File: config.mk
export PLATFORM = sky130hd
export DESIGN_NAME = adaptive_entropy_delta_encoder
export DESIGN_NICKNAME = d
export VERILOG_FILES = /design/src/design/aedenc_pkg.sv /design/src/design/adaptive_entropy_delta_encoder.sv /design/src/design/aedenc_front.sv /design/src/design/aedenc_queue.sv /design/src/design/aedenc_back.sv
export VERILOG_INCLUDE_DIRS = /design/src /design/src/design
export SDC_FILE = /design/constraint.sdc
export NUM_CORES = 1
export LEC_CHECK = 0
export CAP_MARGIN = 20
export CORE_ASPECT_RATIO = 1.25
export CORE_MARGIN = 4
export CORE_UTILIZATION = 45
export CTS_CLUSTER_DIAMETER = 50
export DETAILED_ROUTE_END_ITERATION = 10
export DONT_BUFFER_PORTS = 1
export SYNTH_ARGS = -nofsm -noshare
export SYNTH_HDL_FRONTEND = slang
export SYNTH_SLANG_ARGS = --single-unit
File: constraint.sdc
create_clock -name i_clk -period 10.73 [get_ports i_clk]
set_input_delay 2.146 -clock i_clk [delete_from_list [all_inputs] [get_ports i_clk]]
set_output_delay 2.146 -clock i_clk [all_outputs]
set_load 0.005 [all_outputs]
File: src/design/assert_macros.svh
// assertion macros shared by the encoder rtl
`ifndef ASSERT_MACROS_SVH
`define ASSERT_MACROS_SVH

// checked on every clock edge outside reset
`define AED_ASSERT(lbl, prop, msg) \
    lbl: assert property (@(posedge i_clk) disable iff (!i_rst_n) prop) else $error(msg);

// checked on every clock edge, reset included
`define AED_ASSERT_ALWAYS(lbl, prop, msg) \
    lbl: assert property (@(posedge i_clk) prop) else $error(msg);

`endif

File: src/design/aedenc_pkg.sv
// package: widths, request type and prefix code tables of the delta encoder
`default_nettype none

package aedenc_pkg;

    localparam int SAMPLE_W          = 16;
    localparam int GROUPS            = 15;
    localparam int GRP_W             = 4;
    localparam int VAL_W             = 14;
    localparam int CODE_W            = 26;
    localparam int LEN_W             = 5;
    localparam int PREFIX_W          = 12;
    localparam int DIFF_W            = 17;
    localparam int CLAMP_W           = 15;
    localparam int DIFF_LIMIT        = 16383;
    localparam int COUNT_WIDTH_DEF   = 16;
    localparam int QUEUE_DEPTH_DEF   = 2;

    typedef struct packed {
        logic [VAL_W-1:0] val;
        logic [GRP_W-1:0] grp;
        logic             ovf;
        logic             last;
    } t_item;

    function automatic logic [PREFIX_W-1:0] prefix_bits(input logic [GRP_W-1:0] rank);
        logic [PREFIX_W-1:0] r;
        begin
            unique case (rank)
                4'd0:    r = 12'h000;
                4'd1:    r = 12'h002;
                4'd2:    r = 12'h004;
                4'd3:    r = 12'h006;
                4'd4:    r = 12'h01e;
                4'd5:    r = 12'h07e;
                4'd6:    r = 12'h1fe;
                4'd7:    r = 12'h7fe;
                4'd8:    r = 12'hffe;
                4'd9:    r = 12'h3fe;
                4'd10:   r = 12'h0fe;
                4'd11:   r = 12'h03e;
                4'd12:   r = 12'h00e;
                4'd13:   r = 12'h005;
                4'd14:   r = 12'h003;
                default: r = 12'h000;
            endcase
            return r;
        end
    endfunction

    function automatic logic [GRP_W-1:0] prefix_len(input logic [GRP_W-1:0] rank);
        logic [GRP_W-1:0] r;
        begin
            unique case (rank)
                4'd0:    r = 4'd2;
                4'd1:    r = 4'd3;
                4'd2:    r = 4'd3;
                4'd3:    r = 4'd3;
                4'd4:    r = 4'd5;
                4'd5:    r = 4'd7;
                4'd6:    r = 4'd9;
                4'd7:    r = 4'd11;
                4'd8:    r = 4'd12;
                4'd9:    r = 4'd10;
                4'd10:   r = 4'd8;
                4'd11:   r = 4'd6;
                4'd12:   r = 4'd4;
                4'd13:   r = 4'd3;
                4'd14:   r = 4'd3;
                default: r = 4'd2;
            endcase
            return r;
        end
    endfunction

endpackage

`default_nettype wire

File: src/design/adaptive_entropy_delta_encoder.sv
// Adaptive entropy delta encoder, one prefix code per signed 16-bit sample.
// Input channel: sample and last are taken at an edge with push high and full low.
// Result channel: code, code_len, overflow and last_out hold the oldest result
// while empty is low; it is taken at an edge with pop high.
// Config channel: one register, the dc reference, written when i_cfg_valid is high;
// o_cfg_ready is always high. The first sample of each block is differenced
// against it.
// Path: a pushed request is written into the queue, then moved into the result
// register when that is empty or popped. Throughput: one request per cycle while
// full is low and the receiver pops. The front end takes the delta of the input
// sample to a stored reference; the back end holds a registered loop of group
// count update and leading group compare; a two-entry queue sits between them.
// Reset: dc reference, previous sample, counts and leading group clear; queue and
// result register are empty. The same counts clear after a request with last.
// Receiver stall: the result register holds, the queue fills, then full rises.
`default_nettype none

module adaptive_entropy_delta_encoder #(
    parameter int COUNT_WIDTH = aedenc_pkg::COUNT_WIDTH_DEF,
    parameter int QUEUE_DEPTH = aedenc_pkg::QUEUE_DEPTH_DEF
) (
    input  wire logic                                   i_clk,
    input  wire logic                                   i_rst_n,
    input  wire logic                                   i_cfg_valid,
    output logic                                        o_cfg_ready,
    input  wire logic signed [aedenc_pkg::SAMPLE_W-1:0] i_cfg_data,
    input  wire logic                                   push,
    output logic                                        full,
    input  wire logic signed [aedenc_pkg::SAMPLE_W-1:0] i_sample,
    input  wire logic                                   i_last,
    output logic                                        empty,
    input  wire logic                                   pop,
    output logic [aedenc_pkg::CODE_W-1:0]               o_code,
    output logic [aedenc_pkg::LEN_W-1:0]                o_code_len,
    output logic                                        o_overflow,
    output logic                                        o_last_out
);
    import aedenc_pkg::*;

    logic  wr;
    t_item wr_item;
    logic  q_empty;
    logic  q_rd;
    t_item q_item;

    aedenc_front u_front (
        .i_clk       (i_clk),
        .i_rst_n     (i_rst_n),
        .i_cfg_valid (i_cfg_valid),
        .o_cfg_ready (o_cfg_ready),
        .i_cfg_data  (i_cfg_data),
        .i_push      (push),
        .i_full      (full),
        .i_sample    (i_sample),
        .i_last      (i_last),
        .o_wr        (wr),
        .o_item      (wr_item)
    );

    aedenc_queue #(
        .WIDTH ($bits(t_item)),
        .DEPTH (QUEUE_DEPTH)
    ) u_queue (
        .i_clk   (i_clk),
        .i_rst_n (i_rst_n),
        .i_wr    (wr),
        .i_data  (wr_item),
        .o_full  (full),
        .i_rd    (q_rd),
        .o_empty (q_empty),
        .o_data  (q_item)
    );

    aedenc_back #(
        .COUNT_WIDTH (COUNT_WIDTH)
    ) u_back (
        .i_clk      (i_clk),
        .i_rst_n    (i_rst_n),
        .i_q_empty  (q_empty),
        .i_q_item   (q_item),
        .o_q_rd     (q_rd),
        .i_pop      (pop),
        .o_empty    (empty),
        .o_code     (o_code),
        .o_code_len (o_code_len),
        .o_overflow (o_overflow),
        .o_last_out (o_last_out)
    );

endmodule

`default_nettype wire

File: src/design/aedenc_front.sv
// front end: delta against dc reference or previous sample, clamp, group and value bits
`default_nettype none

module aedenc_front (
    input  wire logic                               i_clk,
    input  wire logic                               i_rst_n,
    input  wire logic                               i_cfg_valid,
    output logic                                    o_cfg_ready,
    input  wire logic signed [aedenc_pkg::SAMPLE_W-1:0] i_cfg_data,
    input  wire logic                               i_push,
    input  wire logic                               i_full,
    input  wire logic signed [aedenc_pkg::SAMPLE_W-1:0] i_sample,
    input  wire logic                               i_last,
    output logic                                    o_wr,
    output aedenc_pkg::t_item                       o_item
);
    import aedenc_pkg::*;

    logic signed [SAMPLE_W-1:0] r_dc, n_dc;
    logic signed [SAMPLE_W-1:0] r_prev, n_prev;
    logic                       r_block_start, n_block_start;

    logic signed [SAMPLE_W-1:0] ref_s;
    logic signed [DIFF_W-1:0]   diff;
    logic signed [CLAMP_W-1:0]  diff_c;
    logic signed [CLAMP_W-1:0]  val_full;
    logic [CLAMP_W-1:0]         mag_full;
    logic [VAL_W-1:0]           mag;
    logic [VAL_W-1:0]           mask;
    logic [GRP_W-1:0]           grp;
    logic                       ovf;
    logic                       accept;

    assign o_cfg_ready = 1'b1;
    assign accept      = i_push && !i_full;

    always_comb begin
        ref_s = r_block_start ? r_dc : r_prev;
        diff  = DIFF_W'(i_sample) - DIFF_W'(ref_s);
        ovf   = 1'b0;
        if (diff > DIFF_W'(DIFF_LIMIT)) begin
            diff_c = CLAMP_W'(DIFF_LIMIT);
            ovf    = 1'b1;
        end else if (diff < -DIFF_W'(DIFF_LIMIT)) begin
            diff_c = -CLAMP_W'(DIFF_LIMIT);
            ovf    = 1'b1;
        end else begin
            diff_c = diff[CLAMP_W-1:0];
        end
        mag_full = diff_c[CLAMP_W-1] ? CLAMP_W'(-diff_c) : diff_c;
        mag      = mag_full[VAL_W-1:0];
        grp      = '0;
        for (int i = 0; i < VAL_W; i++) begin
            if (mag[i]) begin
                grp = GRP_W'(i + 1);
            end
        end
        mask     = VAL_W'((CLAMP_W'(1) << grp) - CLAMP_W'(1));
        val_full = (diff_c > 0) ? diff_c : diff_c - CLAMP_W'(1);
    end

    always_comb begin
        o_wr        = accept;
        o_item.val  = val_full[VAL_W-1:0] & mask;
        o_item.grp  = grp;
        o_item.ovf  = ovf;
        o_item.last = i_last;
    end

    always_comb begin
        n_dc          = (i_cfg_valid && o_cfg_ready) ? i_cfg_data : r_dc;
        n_prev        = accept ? i_sample : r_prev;
        n_block_start = accept ? i_last : r_block_start;
    end

    always_ff @(posedge i_clk) begin
        if (!i_rst_n) begin
            r_dc          <= '0;
            r_prev        <= '0;
            r_block_start <= 1'b1;
        end else begin
            r_dc          <= n_dc;
            r_prev        <= n_prev;
            r_block_start <= n_block_start;
        end
    end

endmodule

`default_nettype wire

File: src/design/aedenc_queue.sv
// short register queue between front and back end
`default_nettype none
`include "assert_macros.svh"

module aedenc_queue #(
    parameter int WIDTH = 20,
    parameter int DEPTH = 2
) (
    input  wire logic             i_clk,
    input  wire logic             i_rst_n,
    input  wire logic             i_wr,
    input  wire logic [WIDTH-1:0] i_data,
    output logic                  o_full,
    input  wire logic             i_rd,
    output logic                  o_empty,
    output logic [WIDTH-1:0]      o_data
);
    localparam int PTR_W = (DEPTH > 1) ? $clog2(DEPTH) : 1;
    localparam int CNT_W = $clog2(DEPTH + 1);

    logic [WIDTH-1:0] r_mem [DEPTH];
    logic [PTR_W-1:0] r_wp, n_wp;
    logic [PTR_W-1:0] r_rp, n_rp;
    logic [CNT_W-1:0] r_cnt, n_cnt;
    logic             do_wr;
    logic             do_rd;

    assign o_full  = (r_cnt == CNT_W'(DEPTH));
    assign o_empty = (r_cnt == '0);
    assign o_data  = r_mem[r_rp];
    assign do_wr   = i_wr && !o_full;
    assign do_rd   = i_rd && !o_empty;

    always_comb begin
        n_wp  = r_wp;
        n_rp  = r_rp;
        n_cnt = r_cnt;
        if (do_wr) begin
            n_wp = (r_wp == PTR_W'(DEPTH - 1)) ? '0 : r_wp + PTR_W'(1);
        end
        if (do_rd) begin
            n_rp = (r_rp == PTR_W'(DEPTH - 1)) ? '0 : r_rp + PTR_W'(1);
        end
        if (do_wr && !do_rd) begin
            n_cnt = r_cnt + CNT_W'(1);
        end else if (do_rd && !do_wr) begin
            n_cnt = r_cnt - CNT_W'(1);
        end
    end

    always_ff @(posedge i_clk) begin
        if (!i_rst_n) begin
            r_wp  <= '0;
            r_rp  <= '0;
            r_cnt <= '0;
        end else begin
            r_wp  <= n_wp;
            r_rp  <= n_rp;
            r_cnt <= n_cnt;
        end
    end

    always_ff @(posedge i_clk) begin
        if (do_wr) begin
            r_mem[r_wp] <= i_data;
        end
    end

    `AED_ASSERT(a_cnt_bound, r_cnt <= CNT_W'(DEPTH), "queue count above depth")
    `AED_ASSERT(a_no_write_when_full, o_full |-> !i_wr, "request written into full queue")
    `AED_ASSERT(a_no_read_when_empty, o_empty |-> !i_rd, "request read from empty queue")

endmodule

`default_nettype wire

File: src/design/aedenc_back.sv
// back end: rank against leading group, prefix lookup, group count update
`default_nettype none
`include "assert_macros.svh"

module aedenc_back #(
    parameter int COUNT_WIDTH = aedenc_pkg::COUNT_WIDTH_DEF
) (
    input  wire logic                          i_clk,
    input  wire logic                          i_rst_n,
    input  wire logic                          i_q_empty,
    input  wire aedenc_pkg::t_item             i_q_item,
    output logic                               o_q_rd,
    input  wire logic                          i_pop,
    output logic                               o_empty,
    output logic [aedenc_pkg::CODE_W-1:0]      o_code,
    output logic [aedenc_pkg::LEN_W-1:0]       o_code_len,
    output logic                               o_overflow,
    output logic                               o_last_out
);
    import aedenc_pkg::*;

    logic [COUNT_WIDTH-1:0] r_counts [GROUPS];
    logic [COUNT_WIDTH-1:0] n_counts [GROUPS];
    logic [GRP_W-1:0]       r_lead, n_lead;
    logic [COUNT_WIDTH-1:0] r_lead_cnt, n_lead_cnt;
    logic                   r_valid, n_valid;
    logic [CODE_W-1:0]      r_code, n_code;
    logic [LEN_W-1:0]       r_len, n_len;
    logic                   r_ovf, n_ovf;
    logic                   r_last, n_last;

    logic                   take;
    logic [GRP_W:0]         rank_d;
    logic [GRP_W-1:0]       rank;
    logic [COUNT_WIDTH-1:0] cur_cnt;
    logic [COUNT_WIDTH-1:0] new_cnt;

    assign take       = !i_q_empty && (!r_valid || i_pop);
    assign o_q_rd     = take;
    assign o_empty    = !r_valid;
    assign o_code     = r_code;
    assign o_code_len = r_len;
    assign o_overflow = r_ovf;
    assign o_last_out = r_last;

    always_comb begin
        rank_d  = {1'b0, i_q_item.grp} - {1'b0, r_lead};
        rank    = rank_d[GRP_W] ? GRP_W'(rank_d + (GRP_W+1)'(GROUPS)) : rank_d[GRP_W-1:0];
        n_code  = (CODE_W'(prefix_bits(rank)) << i_q_item.grp) | CODE_W'(i_q_item.val);
        n_len   = LEN_W'(prefix_len(rank)) + LEN_W'(i_q_item.grp);
        n_ovf   = i_q_item.ovf;
        n_last  = i_q_item.last;
        n_valid = take || (r_valid && !i_pop);
    end

    always_comb begin
        cur_cnt    = r_counts[i_q_item.grp];
        new_cnt    = (&cur_cnt) ? cur_cnt : cur_cnt + COUNT_WIDTH'(1);
        n_counts   = r_counts;
        n_lead     = r_lead;
        n_lead_cnt = r_lead_cnt;
        if (take) begin
            if (i_q_item.last) begin
                for (int i = 0; i < GROUPS; i++) begin
                    n_counts[i] = '0;
                end
                n_lead     = '0;
                n_lead_cnt = '0;
            end else begin
                n_counts[i_q_item.grp] = new_cnt;
                if (i_q_item.grp == r_lead) begin
                    n_lead_cnt = new_cnt;
                end else if (new_cnt > r_lead_cnt) begin
                    n_lead     = i_q_item.grp;
                    n_lead_cnt = new_cnt;
                end
            end
        end
    end

    always_ff @(posedge i_clk) begin
        if (!i_rst_n) begin
            for (int i = 0; i < GROUPS; i++) begin
                r_counts[i] <= '0;
            end
            r_lead     <= '0;
            r_lead_cnt <= '0;
            r_valid    <= 1'b0;
        end else begin
            r_counts   <= n_counts;
            r_lead     <= n_lead;
            r_lead_cnt <= n_lead_cnt;
            r_valid    <= n_valid;
        end
    end

    always_ff @(posedge i_clk) begin
        if (take) begin
            r_code <= n_code;
            r_len  <= n_len;
            r_ovf  <= n_ovf;
            r_last <= n_last;
        end
    end

    `AED_ASSERT(a_lead_cnt_tracks, r_lead_cnt == r_counts[r_lead], "leader count out of step")
    `AED_ASSERT(a_lead_range, r_lead < GRP_W'(GROUPS), "leading group out of range")
    `AED_ASSERT(a_hold_on_stall, (r_valid && !i_pop) |=> (r_valid && $stable(r_code)), "result lost while stalled")

endmodule

`default_nettype wire

Yosys cells after proc, flatten, opt, wreduce, memory -nomap -nowiden
Memories as Yosys holds them, arrays and structs flattened. A register that Yosys moved wholly into a read port is not among the register bits.
Cells that the tools add are included.
W data, S select, Z words.
{"block": "word_totals", "register_bits": 331, "mem_bits_rw": 40, "mem_bits_ro": 256, "input_bits": 38, "output_inout_bits": 36, "wordCells": 124, "memories": 3}
{"block": "classes", "add_sub_neg": 12, "n_lt_le_gt_ge": 6, "eq_ne": 3, "shifts": 2, "mux": 44, "bitwise_logic": 3, "reduce_logical": 23}
{"name": "(name not given)", "depth": 16, "word_bits": 12, "read_ports": 1, "rd_clocked_by_memory_dff": 0, "write_ports": 0, "line": "aedenc_pkg.sv:29", "text": "unique case (rank)"}
{"name": "(name not given)", "depth": 16, "word_bits": 4, "read_ports": 1, "rd_clocked_by_memory_dff": 0, "write_ports": 0, "line": "aedenc_pkg.sv:54", "text": "unique case (rank)"}
{"name": "u_queue.r_mem", "depth": 2, "word_bits": 20, "read_ports": 1, "rd_clocked_by_memory_dff": 1, "write_ports": 1, "line": "aedenc_queue.sv:21", "text": "logic [WIDTH-1:0] r_mem [DEPTH];"}
{"cell": "$bwmux W240", "n": 1}
{"cell": "$mux W240", "n": 1}
{"cell": "$mux W16", "n": 8}
{"cell": "$bmux W16 S4", "n": 1}
{"cell": "$demux W16 S4", "n": 1}
{"cell": "$mux W4", "n": 11}
{"cell": "$mux W15", "n": 2}
{"cell": "$mux W14", "n": 2}
{"cell": "$sub A14 B2 Y14 const B", "n": 2}
{"cell": "$or A26 B14 Y26", "n": 1}
{"cell": "$shl A12 B4 Y26", "n": 1}
{"cell": "$gt A17 B15 Y1 const B", "n": 1}
{"cell": "$lt A17 B15 Y1 const B", "n": 1}
{"cell": "$sub A16 B16 Y17", "n": 1}
{"cell": "$add A16 B1 Y16 const B", "n": 1}
{"cell": "$gt A16 B16 Y1", "n": 1}
{"cell": "$reduce_and A16 Y1", "n": 1}
{"cell": "$gt A15 B1 Y1 const B", "n": 1}
{"cell": "$and A14 B14 Y14", "n": 1}
{"cell": "$neg A14 Y14", "n": 1}
{"cell": "$shl A1 B4 Y14 const A", "n": 1}
{"cell": "$mux W3", "n": 4}
{"cell": "$mux W1", "n": 9}
{"cell": "$logic_and A1 B1 Y1", "n": 8}
{"cell": "other kinds (20)", "n": 31}

Longest topological paths before layout
{"block": "depth", "word_depth": 24, "ltp_mapped": 37, "mapped_depth_nobuf": 29}

Modules after synthesis
Synthesis repeated with hierarchy kept, for this count alone.
{"block": "unflattened", "cells_unflattened": 1988, "hier_area_um2": 19568.8}
{"mod": "aedenc_back", "n_inst": 1, "cells_each": 1316, "area_per_inst_um2": 13555.5, "seq_area_each_um2": 6216.0}
{"mod": "aedenc_front", "n_inst": 1, "cells_each": 585, "area_per_inst_um2": 4342.9, "seq_area_each_um2": 660.6}
{"mod": "aedenc_queue", "n_inst": 1, "cells_each": 87, "area_per_inst_um2": 1670.4, "seq_area_each_um2": 1301.2}

Least setup slack after synthesis
No wires, ideal clock.
{"block": "synth_path", "path_kind": "input port to flip-flop", "start": "in i_sample[0] (netlist bit)", "end": "mem u_queue.r_mem[0][18], data pin", "setup_time_ns": 0.263, "arrival_ns": 8.709, "required_time_ns": 10.467, "slack_ns": 1.758, "cell_stages": 32, "path_buffers": 6, "cell_sequence": "inv_1 > ha_1 > inv_1 > fa_1 > a21o_1 > a221oi_4 > o21bai_2 > a31oi_4 > o21ba_2 > buf_1 > buf_1 > o21ai_1 > clkbuf_1 > o21ai_0 > ha_1 > clkbuf_1 > nand2_1 > a2111o_1 > or2_2 > a41oi_1 > xor2_1 > or2_2 > clkbuf_1 > a211oi_2 > nand2_1 > nor2_1 > nand2_1 > ha_1 > clkbuf_1 > o41a_1 > o21a_1 > o31a_1"}
{"item": "from (decl)", "line": "adaptive_entropy_delta_encoder.sv:29", "text": "input wire logic signed [aedenc_pkg::SAMPLE_W-1:0] i_sample,"}
{"item": "to (decl)", "line": "aedenc_queue.sv:21"}

==> impl_metrics.py <==
metrics = {
    "status": {
        "status": "completed",
    },
    "finish": {
        "final_cells": 2789,
        "diodes": 0,
        "synthToLayoutAreaGrowth_pct": 10.86,
        "drive_gt1_share_pct": 8.386,
        "fillers": 3996,
        "nNetsFinal": 2285,
    },
    "critical_path": {
        "crit_path_max_fanout": 13,
        "critPathLaunchType": "input pin",
        "r2r-start": "u_front.r_block_start",
        "crit_arrival_ns": 9.42,
        "worst-r2r-setup-slack_ns": 2.40,
        "end_kind": "register",
        "critPathLaunch": "i_sample[0]",
        "r2r_cells": 29,
        "reg2reg_to": "u_queue.r_mem[0][18]",
        "crit_end": "u_queue.r_mem[0][18]",
        "path_class": "in2reg",
        "cp_data_required_time_ns": 11.03,
    },
    "cts": {
        "cts_resized": 0,
        "clockBufferDepth": 3,
        "cts_sinks": 372,
        "clkTransAtPathRegs_ns": 0.06,
        "cts_tree": "done",
        "holdBufCountCts": 0,
        "cts_made_buffers": 44,
        "htree_levels": 2,
        "worstSkewPairLatency_ns": 0.57,
        "postCtsSetupRepairBufs": 0,
        "cts_root_buf": "clkbuf_16",
    },
    "routing": {
        "drtAntennaViolNets": 0,
        "wire_per_inst_um": 20.35,
        "viasPerCell": 5.830,
        "first_iter_violations": 1107,
        "drc": 0,
        "dr_total_vias": 16260,
        "first_pass_iters": 5,
        "wl_mm": 56.75,
    },
    "synthesis": {
        "synth-seq-cells": 372,
        "synth-edff-count": 73,
        "synth_warnings": 0,
        "ys_seq_area_share_pct": 42.91,
        "yosysUniqueCellTypes": 96,
        "synthFlopType": "dfxtp_1",
        "syn_area_per_cell_um2": 8.551,
        "synthArstFlopShare_pct": 0,
        "syn_inst": 2229,
        "synth_area_um2": 19060,
        "syn_nets": 2319,
    },
    "sta": {
        "fin_worst_skew_ns": 0.02601,
        "fin_crit_ns": 9.121,
        "final.setup.tns_ns": 0,
        "setup_viol": 0,
        "tightest_slew_ns": 1.096,
        "timing.final.hold_violations": 0,
        "slew_headroom_pct": 26.65,
        "slew_viol_final": 0,
        "max_freq_ghz": 0.1096,
        "fin_crit_sh_pct": 85.01,
        "grt_setup_unrepaired": "no",
    },
    "global_route": {
        "antenna_found_initial": 0,
        "grt_overflow_total": 0,
        "grt_pass1_vias": 16050,
        "grt_use_total_pct": 24.68,
        "grt_max_degree": 81,
        "grt_first_pass_wirelength_mm": 89.62,
    },
    "floorplanning": {
        "row_count": 84,
        "die_w_um": 192.1,
        "dieArea_um2": 45730,
        "coreArea_um2": 41940,
        "start_util_pct": 45.45,
        "pin_count": 74,
        "die_h_um": 238.1,
    },
    "placement": {
        "routabilityCongestion": 0.8649,
        "place_hpwl_mm": 39.61,
        "placed_cells": 2699,
        "io_buffers": 0,
    },
    "pwr": {
        "clkPwrFrac_pct": 27.3,
        "intPower_uw": 3245,
        "power.density_nw_per_um2": 257.3,
        "power.switching_uw": 2191,
        "p_leak_uw": 0.007673,
        "sw_frac_of_total_pct": 40.30,
        "power_frac_comb_pct": 41.4,
        "max-vdd-ir-drop_v": 0.0001569,
        "seq_power_share_pct": 31.4,
    },
    "job": {
        "cap_viol_max_count": 0,
    },
    "hold_path": {
        "hold_class": "reg2reg",
    },
}
## logic make-up (layout without fill, tap and decap cells)
family / Yosys count / in the layout / share of synthesized area [%]
compound gates: 611 / 611 / 20.15
xor+xnor: 45 / 45 / 2.245
fa+ha+maj: 52 / 52 / 3.532
buf+inv: 188 / 189 / 4.064
flops: 372 / 372 / 42.91
mux: 107 / 107 / 6.729
other cells: 1 / 1 / 0.01968
simple gates: 853 / 853 / 20.35
## layout make-up
cell class | count | area [µm²] | share of cell area (%)
Timing Repair Buffer | 50 | 425.4 | 2.013
Clock inverter | 24 | 221.5 | 1.048
Multi-Input combinational cell | 1669 | 10140 | 47.99
Sequential cell | 372 | 8178 | 38.70
Clock buffer | 57 | 1245 | 5.892
Tap cell | 559 | 699.4 | 3.310
Inverter | 58 | 220.2 | 1.042
## synthesized netlist by cell type (all sizes together) (19+ instances only)
library cell    n  area [µm²]
nand2         425        1595
dfxtp         299        5986
o21ai         292        1465
nor2          129       491.7
nand3         109       545.5
clkbuf         94       354.1
mux2i          86       877.1
a21oi          82       421.7
edfxtp         73        2192
inv            56       212.7
and2           54       340.3
ha             49       613.1
buf            36       200.2
a22o           35       306.5
a31oi          30       209.0
a21boi         26       195.2
and3           24       150.1
nor3           24       131.4
xnor2          24       217.7
nor2b          21       131.4
xor2           21       210.2
a21o           19       142.6
## power by group through the flow
stage | Combinational (µW) | Clock, µW | Sequential, µW
CTS | 2220 | 1510 | 1710
detailed placement | 2210 | 0 | 1740
global route | 2460 | 1570 | 1720
floorplan | 1570 | 0 | 1720
global placement | 2180 | 0 | 1740
finish | 2250 | 1480 | 1710
## metal layers
metal	wire length, µm	vias to the layer above	GRT usage [%]
met3	2825	116	4.214
met5	0	-	0
met4	2178	0	8.798
met1	22410	7835	28.94
li1	-	7880	-
met2	29340	428	45.12
## registers in the layout, indices dropped and copies added (netlist names), named ones only
register and cells:
u_back.r_counts 240, u_queue.r_mem 40, u_back.o_code 26, u_back.r_lead_cnt 16
u_front.r_dc 16, u_front.r_prev 16, u_back.o_code_len 5, u_back.r_lead 4
u_queue.r_cnt 2, u_back.o_last_out 1, u_back.o_overflow 1, u_back.r_valid 1
u_front.r_block_start 1, u_queue.r_rp 1, u_queue.r_wp 1
## worst max-delay path, cell delays in order
cell and delay (ns):
inv_1 0.04, ha_1 0.16, inv_1 0.06, fa_1 0.42, a21o_1 0.23, a221oi_4 0.36
o21bai_2 0.16, a31oi_4 0.32, xnor2_1 0.28, nand2_1 0.34, o21ai_1 0.21, buf_4 0.21
nand2_1 0.10, nor2_1 0.19, ha_1 0.43, nand2_1 0.21, a2111o_1 0.47, nor3_1 0.39
a41oi_1 0.22, a31oi_1 0.47, nor3_1 0.17, nor2_1 0.53, nor2_1 0.16, nand2_1 0.11
ha_1 0.37, o41ai_1 0.19, and3_1 0.21, o31a_1 0.25
## stage by stage
step	total power [µW]	setup WS, ns	cell area, µm²	hold WS (ns)	utilization, %
floorplan	3287	1.758	19060	0.4196	-
global placement	3916	1.198	19520	0.4292	46.56
detailed placement	3946	1.130	19560	0.4388	46.64
CTS	5440	1.691	21020	0.4492	50.13
global route	5749	0.9002	21130	0.4733	50.39
finish	5436	1.609	21130	0.4491	50.39
## layout by cell type, fill, tap and decap left out, types with 23 or more instances in the layout
| cell type | synthesis | layout |
|---|---|---|
| o21ai_0 | 228 | 228 |
| buf_4 | 5 | 41 |
| nor3_1 | 23 | 23 |
| and2_1 | 52 | 52 |
| mux2i_1 | 84 | 82 |
| inv_1 | 53 | 52 |
| nor2_1 | 128 | 127 |
| nand2_1 | 425 | 425 |
| and3_1 | 24 | 24 |
| a21boi_0 | 25 | 25 |
| edfxtp_1 | 73 | 73 |
| a21oi_1 | 81 | 81 |
| a31oi_1 | 28 | 27 |
| dfxtp_1 | 299 | 299 |
| o21ai_1 | 63 | 63 |
| nand3_1 | 109 | 109 |
| clkbuf_16 | 0 | 46 |
| a22o_1 | 35 | 35 |
| xnor2_1 | 23 | 23 |
| ha_1 | 49 | 49 |
## worst min-delay path by stage
stage               slack (ns)           startpoint  depth (start not counted)                   to
detailed placement        0.44  u_back.r_counts[36]                          2  u_back.r_counts[36]
floorplan                 0.42  u_back.r_counts[19]                          2  u_back.r_counts[19]
CTS                       0.45   u_back.r_counts[9]                          2   u_back.r_counts[9]
finish                    0.45  u_back.r_counts[85]                          2  u_back.r_counts[85]
global placement          0.43  u_back.r_counts[72]                          2  u_back.r_counts[72]
global route              0.47   u_back.r_counts[9]                          2   u_back.r_counts[9]
Note: power is estimated with default switching activity, not from simulation.
